`config.mk`:
```
export PLATFORM = sky130hd
export DESIGN_NAME = cdir_queue
export DESIGN_NICKNAME = d
export VERILOG_FILES = /design/src/rtl/cdir_pkg.sv /design/src/rtl/cdir_queue.sv
export SDC_FILE = /design/constraint.sdc
export NUM_CORES = 1
export LEC_CHECK = 0
export ABC_AREA = 1
export BUFFER_PORTS_ARGS = -buffer_cell sky130_fd_sc_hd__buf_4
export CAP_MARGIN = 20
export CORE_ASPECT_RATIO = 1.75
export CORE_MARGIN = 5
export CORE_UTILIZATION = 55
export CTS_BUF_LIST = sky130_fd_sc_hd__clkbuf_16
export DETAILED_ROUTE_END_ITERATION = 8
export HOLD_SLACK_MARGIN = 0.15
export MAX_ROUTING_LAYER = met4
export PLACE_DENSITY = 0.84
export SLEW_MARGIN = 30
export SYNTH_ARGS = -nofsm -noshare
export SYNTH_HDL_FRONTEND = slang
export SYNTH_SLANG_ARGS = --single-unit
export TNS_END_PERCENT = 30
```
`constraint.sdc`:
```
create_clock -name clock -period 6.8 [get_ports clock]
set_clock_uncertainty 0.15 [all_clocks]
set_input_delay 0 -clock clock [delete_from_list [all_inputs] [get_ports clock]]
set_output_delay 0 -clock clock [all_outputs]
set_load 0.01 [all_outputs]
```
`src/rtl/cdir_pkg.sv`:
```
`timescale 1ns / 1ps
// ----------------------------------------------------------------------------
// Cache directory package
// Shared constants, configuration codes, record types and FSM states of the
// set-associative cache directory.
// ----------------------------------------------------------------------------
package cdir_pkg;

   localparam int MAX_WAYS   = 8;
   localparam int MAX_SETS   = 256;
   localparam int COUNT_BITS = 16;
   localparam int AGE_BITS   = 8;
   localparam int ADDR_BITS  = 32;
   localparam int TAG_BITS   = 30;
   localparam int LFSR_BITS  = 16;
   localparam int WAY_BITS   = 3;
   localparam int WAYS_BITS  = 4;
   localparam int SET_BITS   = $clog2(MAX_SETS);
   localparam int CSR_IDX_BITS  = 3;
   localparam int CSR_DATA_BITS = 4;

   localparam logic [LFSR_BITS-1:0] LFSR_MASK  = 16'hB400;
   localparam logic [LFSR_BITS-1:0] LFSR_SEED  = 16'h0001;
   localparam logic [COUNT_BITS-1:0] COUNT_MAX = '1;
   localparam logic [AGE_BITS-1:0] AGE_MAX     = '1;

   // Configuration register indexes.
   typedef enum logic [CSR_IDX_BITS-1:0] {
      CSR_WAYS_IN_USE     = 3'd0,
      CSR_OFFSET_BITS     = 3'd1,
      CSR_INDEX_BITS      = 3'd2,
      CSR_REPLACE_MODE    = 3'd3,
      CSR_WRITE_BACK_MODE = 3'd4
   } csr_index_type;

   // Replacement policy codes.
   localparam logic [1:0] REPL_LFU = 2'd0;
   localparam logic [1:0] REPL_LRU = 2'd1;

   // Clamped configuration seen by the back end.
   typedef struct packed {
      logic [WAYS_BITS-1:0] ways;
      logic [2:0]           offset_bits;
      logic [3:0]           index_bits;
      logic [1:0]           replace_mode;
      logic                 write_back_mode;
   } cfg_type;

   // One classified access waiting in the queue.
   typedef struct packed {
      logic                bypass;
      logic                write;
      logic [SET_BITS-1:0] set;
      logic [TAG_BITS-1:0] tag;
   } job_type;

   // One directory row: every way of a set.
   typedef struct packed {
      logic [MAX_WAYS-1:0]                 valid;
      logic [MAX_WAYS-1:0]                 dirty;
      logic [MAX_WAYS-1:0][TAG_BITS-1:0]   tag;
      logic [MAX_WAYS-1:0][COUNT_BITS-1:0] count;
      logic [MAX_WAYS-1:0][AGE_BITS-1:0]   age;
   } row_type;

   // Result beat payload.
   typedef struct packed {
      logic                 hit;
      logic [WAY_BITS-1:0]  way;
      logic                 fill_needed;
      logic                 writeback_needed;
      logic [ADDR_BITS-1:0] victim_address;
      logic                 store_through;
      logic                 bypass;
   } result_type;

   typedef enum logic [1:0] {
      BK_IDLE,
      BK_EVAL,
      BK_MOD,
      BK_COMMIT
   } back_state_type;

endpackage

```
`src/rtl/cdir_queue.sv`:
```
`timescale 1ns / 1ps
// ----------------------------------------------------------------------------
// Cache directory job queue
// Two-entry queue between the front and back ends.
// ----------------------------------------------------------------------------
module cdir_queue (
   input  logic              clock,
   input  logic              reset,
   input  logic              push,
   input  cdir_pkg::job_type push_job,
   output logic              full,
   input  logic              pop,
   output logic              pop_valid,
   output cdir_pkg::job_type pop_job
);
   import cdir_pkg::*;

   job_type    entry_ff [2];
   logic       wr_ff, wr_in;
   logic       rd_ff, rd_in;
   logic [1:0] count_ff, count_in;
   logic       do_push, do_pop;

   assign full      = (count_ff == 2'd2);
   assign pop_valid = (count_ff != 2'd0);
   assign pop_job   = entry_ff[rd_ff];
   assign do_push   = push && !full;
   assign do_pop    = pop && pop_valid;

   // Pointer and fill bookkeeping.
   always_comb begin
      wr_in    = do_push ? !wr_ff : wr_ff;
      rd_in    = do_pop ? !rd_ff : rd_ff;
      count_in = count_ff + 2'(do_push) - 2'(do_pop);
   end

   always_ff @(posedge clock) begin
      if (reset) begin
         wr_ff    <= 1'b0;
         rd_ff    <= 1'b0;
         count_ff <= 2'd0;
      end else begin
         wr_ff    <= wr_in;
         rd_ff    <= rd_in;
         count_ff <= count_in;
      end
   end

   always_ff @(posedge clock) begin
      if (do_push) begin
         entry_ff[wr_ff] <= push_job;
      end
   end

endmodule

```
After elaboration in Yosys (flattened, before gate mapping)
Memories as Yosys holds them, arrays and structs flattened. A register that Yosys moved wholly into a read port is not among the register bits.
Index checks and enable logic that the tools add are counted.
{"block": "classes", "n_addsub": 2, "eq_ne": 1, "n_mux": 4, "reduce_logical": 6}
{"op": "$mux 1", "n": 4}
{"op": "$logic_not 1->1", "n": 3}
{"op": "$add 2x1->2", "n": 1}
{"op": "$eq 2x2->1 const B", "n": 1}
{"op": "$logic_and 1x1->1", "n": 2}
{"op": "$reduce_bool 2->1", "n": 1}
{"op": "$sub 2x1->2", "n": 1}
{"block": "totals", "regBits": 4, "ram_bits": 80, "in_bits": 44, "elab_cells": 17, "mem_count": 1}
{"memory": "entry_ff", "depth": 2, "width": 40, "read_ports": 1, "rd_ports_with_merged_regs": 1, "wr": 1, "line_no": "cdir_queue.sv:18", "text": "job_type entry_ff [2];"}

Longest topological paths before layout
{"block": "depth", "ltp_word": 5, "mapped_depth": 11, "ltp_nobuf": 11}

Worst setup path after synthesis
OpenSTA, ideal clock, no wires.
{"block": "synth_timing", "path_kind": "reg-to-reg", "from": "register count_ff[0]", "to": "memory entry_ff[0][0] (netlist bit) (enable)", "setup_time_ns": 0.437, "t_arrival_ns": 2.244, "required_ns": 6.213, "path_slack_ns": 3.969, "path_stages_with_launch": 5, "path_buffers": 0, "period_less_slack_ns": 2.831, "path_cell_list": "dfxtp_1 inv_1 nand2_1 nand2_1 nor2_1"}
{"block": "synth_via", "elab_chain_cells": 5}
{"element": "start, declared", "line_no": "cdir_queue.sv:21", "text": "logic [1:0] count_ff, count_in;"}
{"element": "start signal, assigned", "line_no": "cdir_queue.sv:45", "text": "count_ff <= count_in;"}
{"element": "$eq 2x2->1", "line_no": "cdir_queue.sv:24", "text": "assign full = (count_ff == 2'd2);"}
{"element": "$logic_not 1->1", "line_no": "cdir_queue.sv:27", "text": "assign do_push = push && !full;"}
{"element": "$logic_and 1x1->1", "line_no": "cdir_queue.sv:27"}
{"element": "$mux 1", "line_no": "cdir_queue.sv:50", "text": "if (do_push) begin"}
{"element": "$mux 1 (implied by the code)", "line_no": "cdir_queue.sv:51", "text": "entry_ff[wr_ff] <= push_job;"}
{"element": "end, declared", "line_no": "cdir_queue.sv:18"}
Every way passes these cells.

==> results.json <==
{
  "p_per_area_nw_per_um2": 342.3,
  "io_buffer_count": 85,
  "synth.top_cell.area_share": 0.7637,
  "remaining_drc_errors": 0,
  "drt_wl_total_mm": 6.697,
  "synth_compound_area_frac": 0.003182,
  "status": "finished, final reports clean",
  "setup_viol": 0,
  "final_cell_area_um2": 4593,
  "cts_resized": 0,
  "vias": 1885,
  "grt_antenna_before_repair": 0,
  "cts_setup_buffers": 0,
  "grt_max_degree": 41,
  "maxCapViolCount": 0,
  "gp_congestion": 0.6936,
  "p_leak_nw": 1.801,
  "yosysTopAreaCell": "edfxtp_1",
  "slew-limit-headroom": 0.3744,
  "viasPerCell": 4.961,
  "yosys.cell_count.top_type": "edfxtp_1",
  "seq_area_frac_synth": 0.7955,
  "track_usage": 0.2024,
  "grt_pass1_vias": 2127,
  "synth_cell_types": 10,
  "ys_top_cells_by_count": "edfxtp_1 (80), mux2_2 (40), inv_1 (9), nor2_1 (9), nand2_1 (8)",
  "final_nets": 345,
  "synth_area_um2": 3146,
  "drt_iter0_drc": 78,
  "detail_route.first_pass.iterations": 4,
  "yosys.area_share.adder": 0.007955,
  "rows": 36,
  "cts_buffers": 9,
  "slew_viol_final": 0,
  "cts.sink_count": 85,
  "cts_tree": "yes",
  "synth_seq_cells": 85,
  "initial_core_util": 0.5632,
  "avgSynthCellArea_um2": 19.42,
  "synth_top_family_by_area": "multiplexers",
  "io-pin-count": 86,
  "rsz0062_at_grt": "no",
  "coreArea_um2": 5585,
  "synthCells": 162,
  "synthMuxAreaShare": 0.1432,
  "synth-simple-area-share": 0.02506,
  "fill_cells": 282,
  "grt_remaining_overflow": 0,
  "htree_levels": 3,
  "synth_edf_count": 80,
  "dieArea_um2": 7391,
  "cellInternalPower_mw": 1.164,
  "vdd_drop_max_mv": 0.2609,
  "synthesis.nets": 208,
  "max_freq_ghz": 0.4962,
  "power_mw": 1.572,
  "power.switching_mw": 0.4089,
  "dp.cells": 321,
  "p_clk_frac": 0.291,
  "holdWs_ps": 246.2,
  "async_flop_share": 0,
  "synth-xor-area-share": 0,
  "synth_ff_type": "edfxtp_1",
  "setup-tns-final_ps": 0,
  "syn_to_final_growth_pct": 46.02,
  "drtAntennaViolNets": 0,
  "crit_type": "flop to output port",
  "pwr-share-comb": 0.257,
  "clk_pin_slew_worst_paths_ps": 60,
  "place_area_um2": 3877,
  "clockBufferDepth": 2,
  "cp.arrival_ps": 1870,
  "period_share": 0.2964,
  "die_width_um": 67.17,
  "worstHoldPathType": "primary input to flop",
  "grt_pass1_wl_mm": 10.21,
  "stdcell_count": 380,
  "n_antenna_cell": 0,
  "min_period_ps": 2015,
  "die_h_um": 110.0,
  "clockRootBuffer": "clkbuf_16",
  "synth_warnings": 0,
  "swShare": 0.2600,
  "hpwlAfterDp_mm": 3.955,
  "drive_gt1_frac": 0.4704,
  "synth_area_leaders": "edfxtp_1 (76%), mux2_2 (14%), dfxtp_1 (3.2%), buf_6 (1.4%), inv_1 (1.1%)",
  "hold_viol_final": 0,
  "pwr-share-seq": 0.452,
  "critical_path.startpoint_type": "flop",
  "worst_pin_slew_ps": 938.4,
  "end_kind": "output port",
  "post_drt_wl_per_cell_um": 17.62,
  "crit_required_ps": 6650,
  "crit_path_max_fanout": 40,
  "clk-insertion-delay-late_ps": 320
}
routing by layer:
layer / part of all wire / global-route usage / vias to the layer above / wire, µm
met5: 0 / - / - / 0
met4: 0.036 / 0.1089 / 0 / 243
met3: 0.044 / 0.03955 / 18 / 295
met2: 0.58 / 0.3659 / 76 / 3881
met1: 0.34 / 0.1970 / 906 / 2277
li1: - / - / 885 / -
through the flow:
stage / utilization / worst slack (ps)
5_1_grt: 0.8224 / 4706
3_3_place_gp: 0.6893 / 4782
3_5_place_dp: 0.6942 / 4924
2_1_floorplan: - / 3969
4_1_cts: 0.8224 / 4750
6_report: 0.8224 / 4785
worst max-delay path, stage by stage (launching register included):
cell	delay (ps)
dfxtp_2	940
mux2_2	440
buf_4	150
path summary, 6_finish.rpt:
| path | start | to | slack [ps] | cells after the start |
|---|---|---|---|---|
| setup / recovery | flop | pop_job[23] | 4780 | 2 |
| hold / removal | reset | count_ff[0] | 250 | 3 |
| setup reg to reg | count_ff[0] | entry_ff[0][36] | 4890 | 5 |
| hold reg to reg | rd_ff | flop | 380 | 2 |
cell usage in the layout (no fill, tap or decap):
cell type	synthesis	final
clkinv_2	0	3
bufinv_16	0	1
nor2_4	0	1
dfxtp_2	0	1
inv_1	9	11
dfxtp_1	5	4
nand3_1	3	3
nand2_1	8	8
buf_16	0	1
clkinvlp_4	0	1
clkbuf_16	0	9
mux2_2	40	40
dlygate4sd3_1	0	43
edfxtp_1	80	80
buf_4	0	86
nor2_1	9	8
a21oi_1	2	2
ha_1	2	2
registers in the layout (all words and copies together), names as in the netlist, named ones only:
name	flops
rd_ff	1
count_ff	2
entry_ff	80
wr_ff	1
cell families (layout without fill, tap and decap cells):
group,after synthesis,after routing
simple gates,20,20
mux,40,40
buf+inv,13,155
fa+ha+maj,2,2
compound gates,2,2
flops,85,85
power groups by stage:
| stage | clock, mW | sequential [mW] | combinational (mW) |
|---|---|---|---|
| detailed placement | 0 | 0.722 | 0.380 |
| global placement | 0 | 0.717 | 0.363 |
| global route | 0.484 | 0.721 | 0.434 |
| CTS | 0.463 | 0.713 | 0.404 |
| floorplan | 0 | 0.693 | 0.226 |
| finish | 0.457 | 0.711 | 0.404 |
final cells by class:
| type | instances | area, µm² | share of cell area |
|---|---|---|---|
| repair buffers | 130 | 1104 | 0.2403 |
| clock inverters | 7 | 60.06 | 0.01308 |
| flip-flops and latches | 85 | 2504 | 0.5451 |
| multi-input cells | 64 | 571.8 | 0.1245 |
| clock buffers | 9 | 225.2 | 0.04903 |
| inverters | 9 | 33.78 | 0.007355 |
| well taps | 76 | 95.09 | 0.02070 |
timing repair:
action                     4_1_cts  5_1_grt
hold buffers                    43        0
hold endpoints to repair       105        0
setup endpoints to repair        0        0
No activity file was read; power rests on OpenSTA's default activity.
