File: config.mk
export PLATFORM = sky130hd
export DESIGN_NAME = cdir_front
export DESIGN_NICKNAME = d
export VERILOG_FILES = /design/src/rtl/cdir_pkg.sv /design/src/rtl/cdir_front.sv
export SDC_FILE = /design/constraint.sdc
export NUM_CORES = 1
export LEC_CHECK = 0
export BUFFER_PORTS_ARGS = -buffer_cell sky130_fd_sc_hd__buf_4
export CORE_MARGIN = 2
export CORE_UTILIZATION = 32
export DETAILED_ROUTE_END_ITERATION = 10
export PLACE_DENSITY = 0.56
export SETUP_SLACK_MARGIN = 0.02
export SYNTH_ARGS = -nofsm -noshare
export SYNTH_HDL_FRONTEND = slang
export SYNTH_SLANG_ARGS = --single-unit
File: constraint.sdc
create_clock -name clock -period 4.1 [get_ports clock]
set_input_delay 0.82 -clock clock [delete_from_list [all_inputs] [get_ports clock]]
set_output_delay 0.82 -clock clock [all_outputs]
set_load 0.01 [all_outputs]
File: src/rtl/cdir_pkg.sv
`timescale 1ns / 1ps
// ----------------------------------------------------------------------------
// Cache directory package
// Shared constants, configuration codes, record types and FSM states of the
// set-associative cache directory.
// ----------------------------------------------------------------------------
package cdir_pkg;

   localparam int MAX_WAYS   = 8;
   localparam int MAX_SETS   = 256;
   localparam int COUNT_BITS = 16;
   localparam int AGE_BITS   = 8;
   localparam int ADDR_BITS  = 32;
   localparam int TAG_BITS   = 30;
   localparam int LFSR_BITS  = 16;
   localparam int WAY_BITS   = 3;
   localparam int WAYS_BITS  = 4;
   localparam int SET_BITS   = $clog2(MAX_SETS);
   localparam int CSR_IDX_BITS  = 3;
   localparam int CSR_DATA_BITS = 4;

   localparam logic [LFSR_BITS-1:0] LFSR_MASK  = 16'hB400;
   localparam logic [LFSR_BITS-1:0] LFSR_SEED  = 16'h0001;
   localparam logic [COUNT_BITS-1:0] COUNT_MAX = '1;
   localparam logic [AGE_BITS-1:0] AGE_MAX     = '1;

   // Configuration register indexes.
   typedef enum logic [CSR_IDX_BITS-1:0] {
      CSR_WAYS_IN_USE     = 3'd0,
      CSR_OFFSET_BITS     = 3'd1,
      CSR_INDEX_BITS      = 3'd2,
      CSR_REPLACE_MODE    = 3'd3,
      CSR_WRITE_BACK_MODE = 3'd4
   } csr_index_type;

   // Replacement policy codes.
   localparam logic [1:0] REPL_LFU = 2'd0;
   localparam logic [1:0] REPL_LRU = 2'd1;

   // Clamped configuration seen by the back end.
   typedef struct packed {
      logic [WAYS_BITS-1:0] ways;
      logic [2:0]           offset_bits;
      logic [3:0]           index_bits;
      logic [1:0]           replace_mode;
      logic                 write_back_mode;
   } cfg_type;

   // One classified access waiting in the queue.
   typedef struct packed {
      logic                bypass;
      logic                write;
      logic [SET_BITS-1:0] set;
      logic [TAG_BITS-1:0] tag;
   } job_type;

   // One directory row: every way of a set.
   typedef struct packed {
      logic [MAX_WAYS-1:0]                 valid;
      logic [MAX_WAYS-1:0]                 dirty;
      logic [MAX_WAYS-1:0][TAG_BITS-1:0]   tag;
      logic [MAX_WAYS-1:0][COUNT_BITS-1:0] count;
      logic [MAX_WAYS-1:0][AGE_BITS-1:0]   age;
   } row_type;

   // Result beat payload.
   typedef struct packed {
      logic                 hit;
      logic [WAY_BITS-1:0]  way;
      logic                 fill_needed;
      logic                 writeback_needed;
      logic [ADDR_BITS-1:0] victim_address;
      logic                 store_through;
      logic                 bypass;
   } result_type;

   typedef enum logic [1:0] {
      BK_IDLE,
      BK_EVAL,
      BK_MOD,
      BK_COMMIT
   } back_state_type;

endpackage

File: src/rtl/cdir_front.sv
`timescale 1ns / 1ps
// ----------------------------------------------------------------------------
// Cache directory front end
// Holds the configuration registers, clamps them, and splits each accepted
// address into set and tag for the queue.
// ----------------------------------------------------------------------------
module cdir_front (
   input  logic                              clock,
   input  logic                              reset,
   input  logic                              csr_write_enable,
   input  logic [cdir_pkg::CSR_IDX_BITS-1:0]  csr_index,
   input  logic [cdir_pkg::CSR_DATA_BITS-1:0] csr_write_data,
   input  logic                              req_valid,
   output logic                              req_ready,
   input  logic                              req_command,
   input  logic [cdir_pkg::ADDR_BITS-1:0]    req_address,
   input  logic                              queue_full,
   output logic                              push,
   output cdir_pkg::job_type                 push_job,
   output cdir_pkg::cfg_type                 cfg
);
   import cdir_pkg::*;

   logic [3:0] ways_ff, ways_in;
   logic [2:0] offset_ff, offset_in;
   logic [3:0] index_ff, index_in;
   logic [1:0] mode_ff, mode_in;
   logic       wbm_ff, wbm_in;
   logic [5:0] tag_shift;
   logic [ADDR_BITS-1:0] set_full;

   // Register writes.
   always_comb begin
      ways_in   = ways_ff;
      offset_in = offset_ff;
      index_in  = index_ff;
      mode_in   = mode_ff;
      wbm_in    = wbm_ff;
      if (csr_write_enable) begin
         case (csr_index)
            CSR_WAYS_IN_USE:     ways_in   = csr_write_data[3:0];
            CSR_OFFSET_BITS:     offset_in = csr_write_data[2:0];
            CSR_INDEX_BITS:      index_in  = csr_write_data[3:0];
            CSR_REPLACE_MODE:    mode_in   = csr_write_data[1:0];
            CSR_WRITE_BACK_MODE: wbm_in    = csr_write_data[0];
            default: ;
         endcase
      end
   end

   always_ff @(posedge clock) begin
      if (reset) begin
         ways_ff   <= 4'd0;
         offset_ff <= 3'd2;
         index_ff  <= 4'd0;
         mode_ff   <= REPL_LRU;
         wbm_ff    <= 1'b0;
      end else begin
         ways_ff   <= ways_in;
         offset_ff <= offset_in;
         index_ff  <= index_in;
         mode_ff   <= mode_in;
         wbm_ff    <= wbm_in;
      end
   end

   // Out-of-range settings saturate.
   always_comb begin
      cfg.ways = (ways_ff > WAYS_BITS'(MAX_WAYS)) ? WAYS_BITS'(MAX_WAYS) : ways_ff;
      cfg.offset_bits = (offset_ff < 3'd2) ? 3'd2 : (offset_ff > 3'd5) ? 3'd5 : offset_ff;
      cfg.index_bits = (index_ff > 4'(SET_BITS)) ? 4'(SET_BITS) : index_ff;
      cfg.replace_mode = mode_ff;
      cfg.write_back_mode = wbm_ff;
   end

   // Address split.
   assign tag_shift = 6'(cfg.offset_bits) + 6'(cfg.index_bits);
   assign set_full  = (req_address >> cfg.offset_bits)
                      & ((ADDR_BITS'(1) << cfg.index_bits) - ADDR_BITS'(1));

   always_comb begin
      push_job.bypass = (cfg.ways == '0);
      push_job.write  = req_command;
      push_job.set    = set_full[SET_BITS-1:0];
      push_job.tag    = TAG_BITS'(req_address >> tag_shift);
   end

   assign req_ready = !queue_full;
   assign push      = req_valid && !queue_full;

endmodule

# Word-level counts from Yosys, hierarchy flattened
# Cells that the tools add are included.
[word_totals] reg_bits=14 output_inout_bits=56 elab_cells=32
[op_classes] add_sub_neg=2 n_lt_le_gt_ge=4 n_eq_ne=4 shifts=3 mux=4 bitwise_logic=1 n_reduce_logical=9
[op_table] op="32-bit by 3-bit right shift with 8-bit output" n=1
[op_table] op="32-bit by 5-bit right shift with 30-bit output" n=1
[op_table] op="2-bit AND reduction" n=5
[op_table] op="8-bit bitwise AND" n=1
[op_table] op="4-bit > comparator (second input constant)" n=2
[op_table] op="4-bit two-way mux" n=2
[op_table] op="1-bit by 4-bit << shifter with 8-bit output (first input constant)" n=1
[op_table] op="8-bit by 1-bit subtractor with 8-bit output (second input constant)" n=1
[op_table] op="3-bit by 2-bit equality test with 1-bit output (second input constant)" n=2
[op_table] op="3-bit two-way mux" n=2
[op_table] op="3-bit by 4-bit adder with 5-bit output" n=1
[op_table] op="4-bit logical NOT" n=1
[op_table] op="3-bit by 1-bit equality test with 1-bit output (second input constant)" n=1
[op_table] op="3-bit equality test (second input constant)" n=1
[op_table] op="3-bit > comparator (second input constant)" n=1
[op_table] op="3-bit logical NOT" n=1
[op_table] op="3-bit by 2-bit < comparator with 1-bit output (second input constant)" n=1
[op_table] op="1-bit logical AND" n=1
[op_table] op="1-bit logical NOT" n=1

# Longest topological paths before layout
# Gate-level depths: netlist of run 1.
[depth] ltp_word=5 mapped_depth=13

# Worst setup path after synthesis of run 1
# OpenSTA, ideal clock, no wires.
[synth_timing] path_type="register to output" startpoint="reg offset_ff[2]" endpoint="out push_job[9] (netlist name)" t_arrival_ns=3.017 t_required_ns=3.280 path_slack_ns=0.263 stages_incl_launch_ff=14 n_path_buf=4 cell_sequence="dfxtp_1 > maj3_1 > buf_2 > ha_1 > inv_1 > fa_1 > buf_2 > buf_2 > buf_2 > nand3_1 > o21a_1 > a211oi_1 > a21oi_1 > o21ai_0"
[synth_lines] element="start, declared" line="cdir_front.sv:25" text="logic [2:0] offset_ff, offset_in;"
[synth_lines] element="start signal, assigned" line="cdir_front.sv:60" text="offset_ff <= offset_in;"
[synth_lines] element="end, declared" line="cdir_front.sv:19" text="output cdir_pkg::job_type push_job,"

==> out/metrics.cfg, run 1 <==
[setup_path]
crit_type = reg -> out
worst-r2r-cell-count = 5
start_kind = flop
critical_path.endpoint_type = output port
arrival_ns = 3.12
worstPathMaxFanout = 36
worstReg2RegEnd = offset_ff[2]
r2r_setup_slack_ns = 3.09
required_ns = 3.28
r2r-start = offset_ff[2]

[yosys]
ys.flop_type = dfxtp_1
synth.mux.area_fraction_pct = 42.3
ys_seq_area_share_pct = 10.0
ys_ff_latch = 14
synth_warnings = 0
synth.avg_cell_area_um2 = 8.38
synth_adder_area_share_pct = 2.86
synth_top_family_by_area = multiplexers
syn_nets = 384
synth.top_cell.area_share_pct = 16.1
yosysMostFrequentCell = mux2i_1
netlist_instances = 334
synthTopCellsByCount = 45 x mux2i_1, 40 x nor2_1, 26 x nand2_1, 20 x mux4_2, 19 x clkbuf_1
synth-xor-area-share_pct = 0.939
synth-compound-area-share_pct = 17.2
synth_cell_types = 46
synthTopCellsByArea = mux2i_1 16%, mux4_2 16%, dfxtp_1 10%, mux4_1 5.6%, nor2_1 5.4%
synth_largest_area_cell = mux2i_1
synth-simple-area-share_pct = 19.9
synth_edf_count = 0
synth_area_um2 = 2800
async_flop_share_pct = 0

[min_path]
min-delay-path-class = reg -> reg
hold_depth = 1
hold_start = mode_ff[0]
hold_path_end = mode_ff[0]

[floorplan]
chipHeight_um = 97.5
start_util_pct = 32.6
core_area_um2 = 8590
rows = 34
die_x_um = 97.5
pin_count = 101
die_area_um2 = 9510

[route]
drtIter0Drc = 192
drtAntennaViolNets = 0
drt-vias-per-instance = 5.64
drcViolationCount = 0
top_layer_used = met4
wl_met3_um = 475
met1_length_um = 3920
finalWirelength_um = 9100
vias = 2976
drt-pass1-iter-count = 5
wire_per_inst_um = 17.2
wl_met2_um = 4630

[sta]
fmax_mhz = 254
layout_min_cycle_time_ns = 3.94
finalMaxSlewViolations = 0
rsz0062_at_grt = no
hold_viol_final = 0
post-route-period-util_pct = 96.1
setup_viol = 0
worst_slew_pin_slew_ns = 0.525
fin_hold_ws_ns = 0.479
final.setup_skew_ns = 0
slew_headroom_pct = 65.0
setup_tns_ns = 0

[run_status]
status = finished clean

[global_routing]
grt_max_degree = 37
antenna_found_initial = 0
grt_usage_pct = 18.3
grt_overflow_total = 0
grt_pass1_vias = 2817
grt_pass1_wl_um = 14700

[flow_run]
drv_cap = 0

[clock_network]
clock_latency_ns = 0.24
cts_buffer_depth = 2
cts_buffers = 3
cts_tree = built
clock-root-buffer = clkbuf_8
htree_levels = 1
cts.sinks = 14
clkTransAtPathRegs_ns = 0.05

[final_layout]
final_area_um2 = 3740
area_growth_syn_to_layout_pct = 33.6
fin_nets = 472
drive_gt1_share_pct = 40.7
diodes = 0
fill_cells = 898

[power_and_ir_drop]
power.density_nw_per_um2 = 185
p_leak_nw = 1.63
max-vdd-ir-drop_mv = 0.212

[place]
placed_area_um2 = 3670
post-dp-hpwl_um = 7410
gp_congestion = 0.948
port_buffers = 98

## registers in the layout, summed over array words and instances, names as in the netlist
name / flops
index_ff: 4
ways_ff: 4
offset_ff: 3
mode_ff: 2
wbm_ff: 1
## cell type report
type,count,area (um2),area share (%)
flip-flops and latches,14,283,7.56
repair buffers,118,898,24.0
inverters,7,26.3,0.703
multi-input cells,278,2350,63.0
well taps,108,135,3.61
clock buffers,3,41.3,1.10
## where the power goes
| part | total [mW] | leakage (nW) | switching [mW] | internal (mW) |
|---|---|---|---|---|
| combinational | 0.440 | 1.50 | 0.218 | 0.222 |
| sequential | 0.142 | 0.113 | 0.00256 | 0.140 |
| clock | 0.108 | 0.0216 | 0.0430 | 0.0648 |
| total | 0.690 | 1.63 | 0.263 | 0.427 |
## stage by stage
stage / setup slack, ns / total power, mW / util, % / cells
after floorplan: 0.263 / 0.394 / - / 334
after global placement: 0.354 / 0.575 / 42.7 / 524
after detailed placement: 0.325 / 0.578 / 42.7 / 524
after CTS: 0.0456 / 0.689 / 43.2 / 527
after global routing: 0.00940 / 0.736 / 43.5 / 528
final: 0.161 / 0.690 / 43.5 / 528
## cell usage in the layout (no fill, tap or decap), types with 2 or more instances in the layout
cell type  Yosys  routed
inv_1          6       6
nand2_1       26      26
o221ai_1       7       7
mux4_1         6       4
ha_1           4       3
nor3_1         6       6
a211oi_1      11      11
o21ai_1        3       4
mux2_2        11      11
a211o_1        2       2
buf_4          3     117
dfxtp_2        0       2
and3b_1        3       2
o211a_1        3       3
o211ai_1       6       6
a21o_1         2       2
nor4_1         3       3
dfxtp_1       14      12
o21a_1         4       4
and2_1         5       5
mux2i_1       45      42
a21oi_1       13      13
mux2i_2        0       3
nand3_1       15      15
nor2_1        40      40
nor2b_1       12      11
o22ai_1        4       4
o21ai_0       11      10
clkbuf_8       0       3
mux4_2        20      22
## cells by family (layout without fill, tap and decap cells)
| family | count (synthesis) | count (layout) |
|---|---|---|
| adders and majority gates | 6 | 6 |
| buffers and inverters | 42 | 128 |
| AOI/OAI and AO/OA | 70 | 70 |
| xor gates and xnor gates | 3 | 3 |
| and+or+nand+nor | 117 | 117 |
| muxes | 82 | 82 |
| DFF | 14 | 14 |
## critical path, cell delays in order, from the launching register on
cell and delay [ns]:
dfxtp_2 0.33, maj3_2 0.32, ha_2 0.18, inv_1 0.07
fa_1 0.45, buf_12 0.20, mux4_2 0.33, mux2i_2 0.21
or4b_1 0.46, o31ai_1 0.10, a211oi_2 0.07, buf_4 0.15
## per-layer routing
metal	global-route usage (%)	vias to the layer above
li1	-	1435
met1	24.5	1425
met2	32.6	108
met3	1.80	8
met4	2.46	0
met5	0	-
## how the worst max path moves through the flow
stage / startpoint / endpoint / slack [ns]
after floorplan: offset_ff[2] / push_job[9] / 0.26
after global placement: offset_ff[0] / push_job[10] / 0.35
after detailed placement: offset_ff[0] / push_job[10] / 0.33
after CTS: offset_ff[0] / push_job[10] / 0.05
after global routing: index_ff[0] / push_job[0] / 0.009
final: offset_ff[0] / push_job[0] / 0.16
## repair_timing
action	in CTS	in global routing
resized for setup	0	13
endpoints found under the setup margin	0	18
setup buffers	0	1
endpoints found under the hold margin	0	0
hold buffers	0	0
No activity file was read; power rests on OpenSTA's default activity.
==> run 2, diff against run 1 <==
--- a/config.mk
+++ b/config.mk
@@ -5,11 +5,11 @@
 export SDC_FILE = /design/constraint.sdc
 export NUM_CORES = 1
 export LEC_CHECK = 0
-export BUFFER_PORTS_ARGS = -buffer_cell sky130_fd_sc_hd__buf_4
-export CORE_MARGIN = 2
 export CORE_UTILIZATION = 32
 export DETAILED_ROUTE_END_ITERATION = 10
-export PLACE_DENSITY = 0.56
+export DONT_BUFFER_PORTS = 1
+export PLACE_DENSITY = 0.46
+export RECOVER_POWER = 25
 export SETUP_SLACK_MARGIN = 0.02
 export SYNTH_ARGS = -nofsm -noshare
 export SYNTH_HDL_FRONTEND = slang
==> run 2 against run 1 <==
Hold slack improved by 0.042 ns. Via count down 12%. Largest cell class unchanged. Critical path depth is 1 lower. Count of clock-buffer cells in the layout unchanged. Non-clock buffer count down 90. Power down 15%.
==> out/metrics.cfg, run 2 (synthesis results as in run 1) <==
[run_status]
status = finished clean

[clock_network]
hold_buffers = 0
cts_setup_buffers = 0
clkTransAtPathRegs_ns = 0.05
cts.sinks = 14
cts_tree = built
clock-root-buffer = clkbuf_8
cts_resized = 0
htree_levels = 1
cts_buffers = 3
clock_latency_ns = 0.23
cts_buffer_depth = 2

[setup_path]
worstPathMaxFanout = 36
r2r-start = offset_ff[2]
path_cells = maj3_2 > ha_1 > inv_1 > fa_1 > buf_12 > mux4_2 > mux2i_4 > or4b_1 > o31ai_1 > a211oi_2
required_ns = 3.28
cp_slowest_cell = fa_1
start_kind = flop
max_stage_delay_ns = 0.52
arrival_ns = 3.07
r2r_setup_slack_ns = 3.02
worst-r2r-cell-count = 5
critical_path.endpoint_type = output port
crit_type = reg -> out
worstReg2RegEnd = offset_ff[2]

[min_path]
hold_path_end = ways_ff[1]
hold_depth = 2
hold_start = ways_ff[1]
min-delay-path-class = reg -> reg

[sta]
hold_viol_final = 0
final.setup_skew_ns = 0
slew_headroom_pct = 52.9
post-route-period-util_pct = 94.9
fmax_mhz = 257
fin_hold_ws_ns = 0.521
rsz0062_at_grt = no
setup_slack_ns = 0.211
setup_tns_ns = 0
finalMaxSlewViolations = 0
layout_min_cycle_time_ns = 3.89
worst_slew_pin_slew_ns = 0.702
setup_viol = 0

[floorplan]
chipHeight_um = 95.5
core_area_um2 = 8340
pin_count = 101
start_util_pct = 33.5
die_x_um = 95.5
die_area_um2 = 9120
rows = 33

[route]
drtIter0Drc = 89
drt-vias-per-instance = 6.03
drcViolationCount = 0
finalWirelength_um = 8900
vias = 2621
drt-pass1-iter-count = 5
wire_per_inst_um = 20.5
drtAntennaViolNets = 0

[global_routing]
grt_usage_pct = 19.7
grt_pass1_wl_um = 14100
grt_overflow_total = 0
grt_pass1_vias = 2621
grt_max_degree = 37
antenna_found_initial = 0

[place]
gp_congestion = 0.835
post-dp-hpwl_um = 7140
pre_cts_slack_ns = 0.343
port_buffers = 0
placed_area_um2 = 3000
dp.cells = 432

[final_layout]
fin_nets = 382
final_area_um2 = 3070
drive_gt1_share_pct = 23.3
reg_top3 = index_ff (4), ways_ff (4), offset_ff (3)
diodes = 0
fin_cells = 435
final_cell_mix = 43 x mux2i_1, 40 x nor2_1, 27 x buf_4
post-route-util_pct = 36.8
area_growth_syn_to_layout_pct = 9.62
final_common_cell = mux2i_1

[power_and_ir_drop]
finalPower_mw = 0.586
p_leak_nw = 1.20
max-vdd-ir-drop_mv = 0.181
power.density_nw_per_um2 = 191

[flow_run]
drv_cap = 0

-- run 2: cell types whose count changed in the layout (fill, tap and decap cells not counted), sizes merged --
cell / before / now
buf: 118 / 28
-- run 2: cell type report --
cell class                 count  area (um2)
fill                         879        5270
sequential                    14         282
multi-input combinational    278        2360
inverter                       7        26.3
tap                          105         131
clock buffer                   3        41.3
timing repair buffer          28         223
-- run 2: worst max-delay path by stage --
stage / startpoint / to / slack [ns] / depth (start not counted)
global placement: offset_ff[0] / push_job[0] / 0.33 / 10
CTS: index_ff[0] / push_job[0] / 0.07 / 10
detailed placement: index_ff[0] / push_job[0] / 0.34 / 10
global route: index_ff[2] / push_job[15] / 0.009 / 9
finish: offset_ff[0] / push_job[0] / 0.21 / 10
floorplan: offset_ff[2] / push_job[9] / 0.26 / 13
-- run 2: worst max-delay path, delay by kind of cell, from the launching register on --
kind,cells,cell delay (ns)
AO/OA/AOI/OAI,2,0.20
adder cells (fa/ha/maj),3,0.91
buffers and inverters,2,0.27
flip-flops,1,0.38
multiplexers,2,0.60
AND/OR/NAND/NOR,1,0.45
-- run 2: metal layers --
layer  vias to the layer above  global-route usage [%]  wire (um)
met5                         -                       0          0
met4                         0                    2.99         60
met3                         6                    3.43        657
met2                        84                    33.6       4290
met1                      1273                    26.5       3890
li1                       1258                       -          -
-- run 2: where the power goes --
group	switching, mW	internal, mW
Clock	0.0420	0.0647
Sequential	0.00408	0.139
Combinational	0.183	0.153
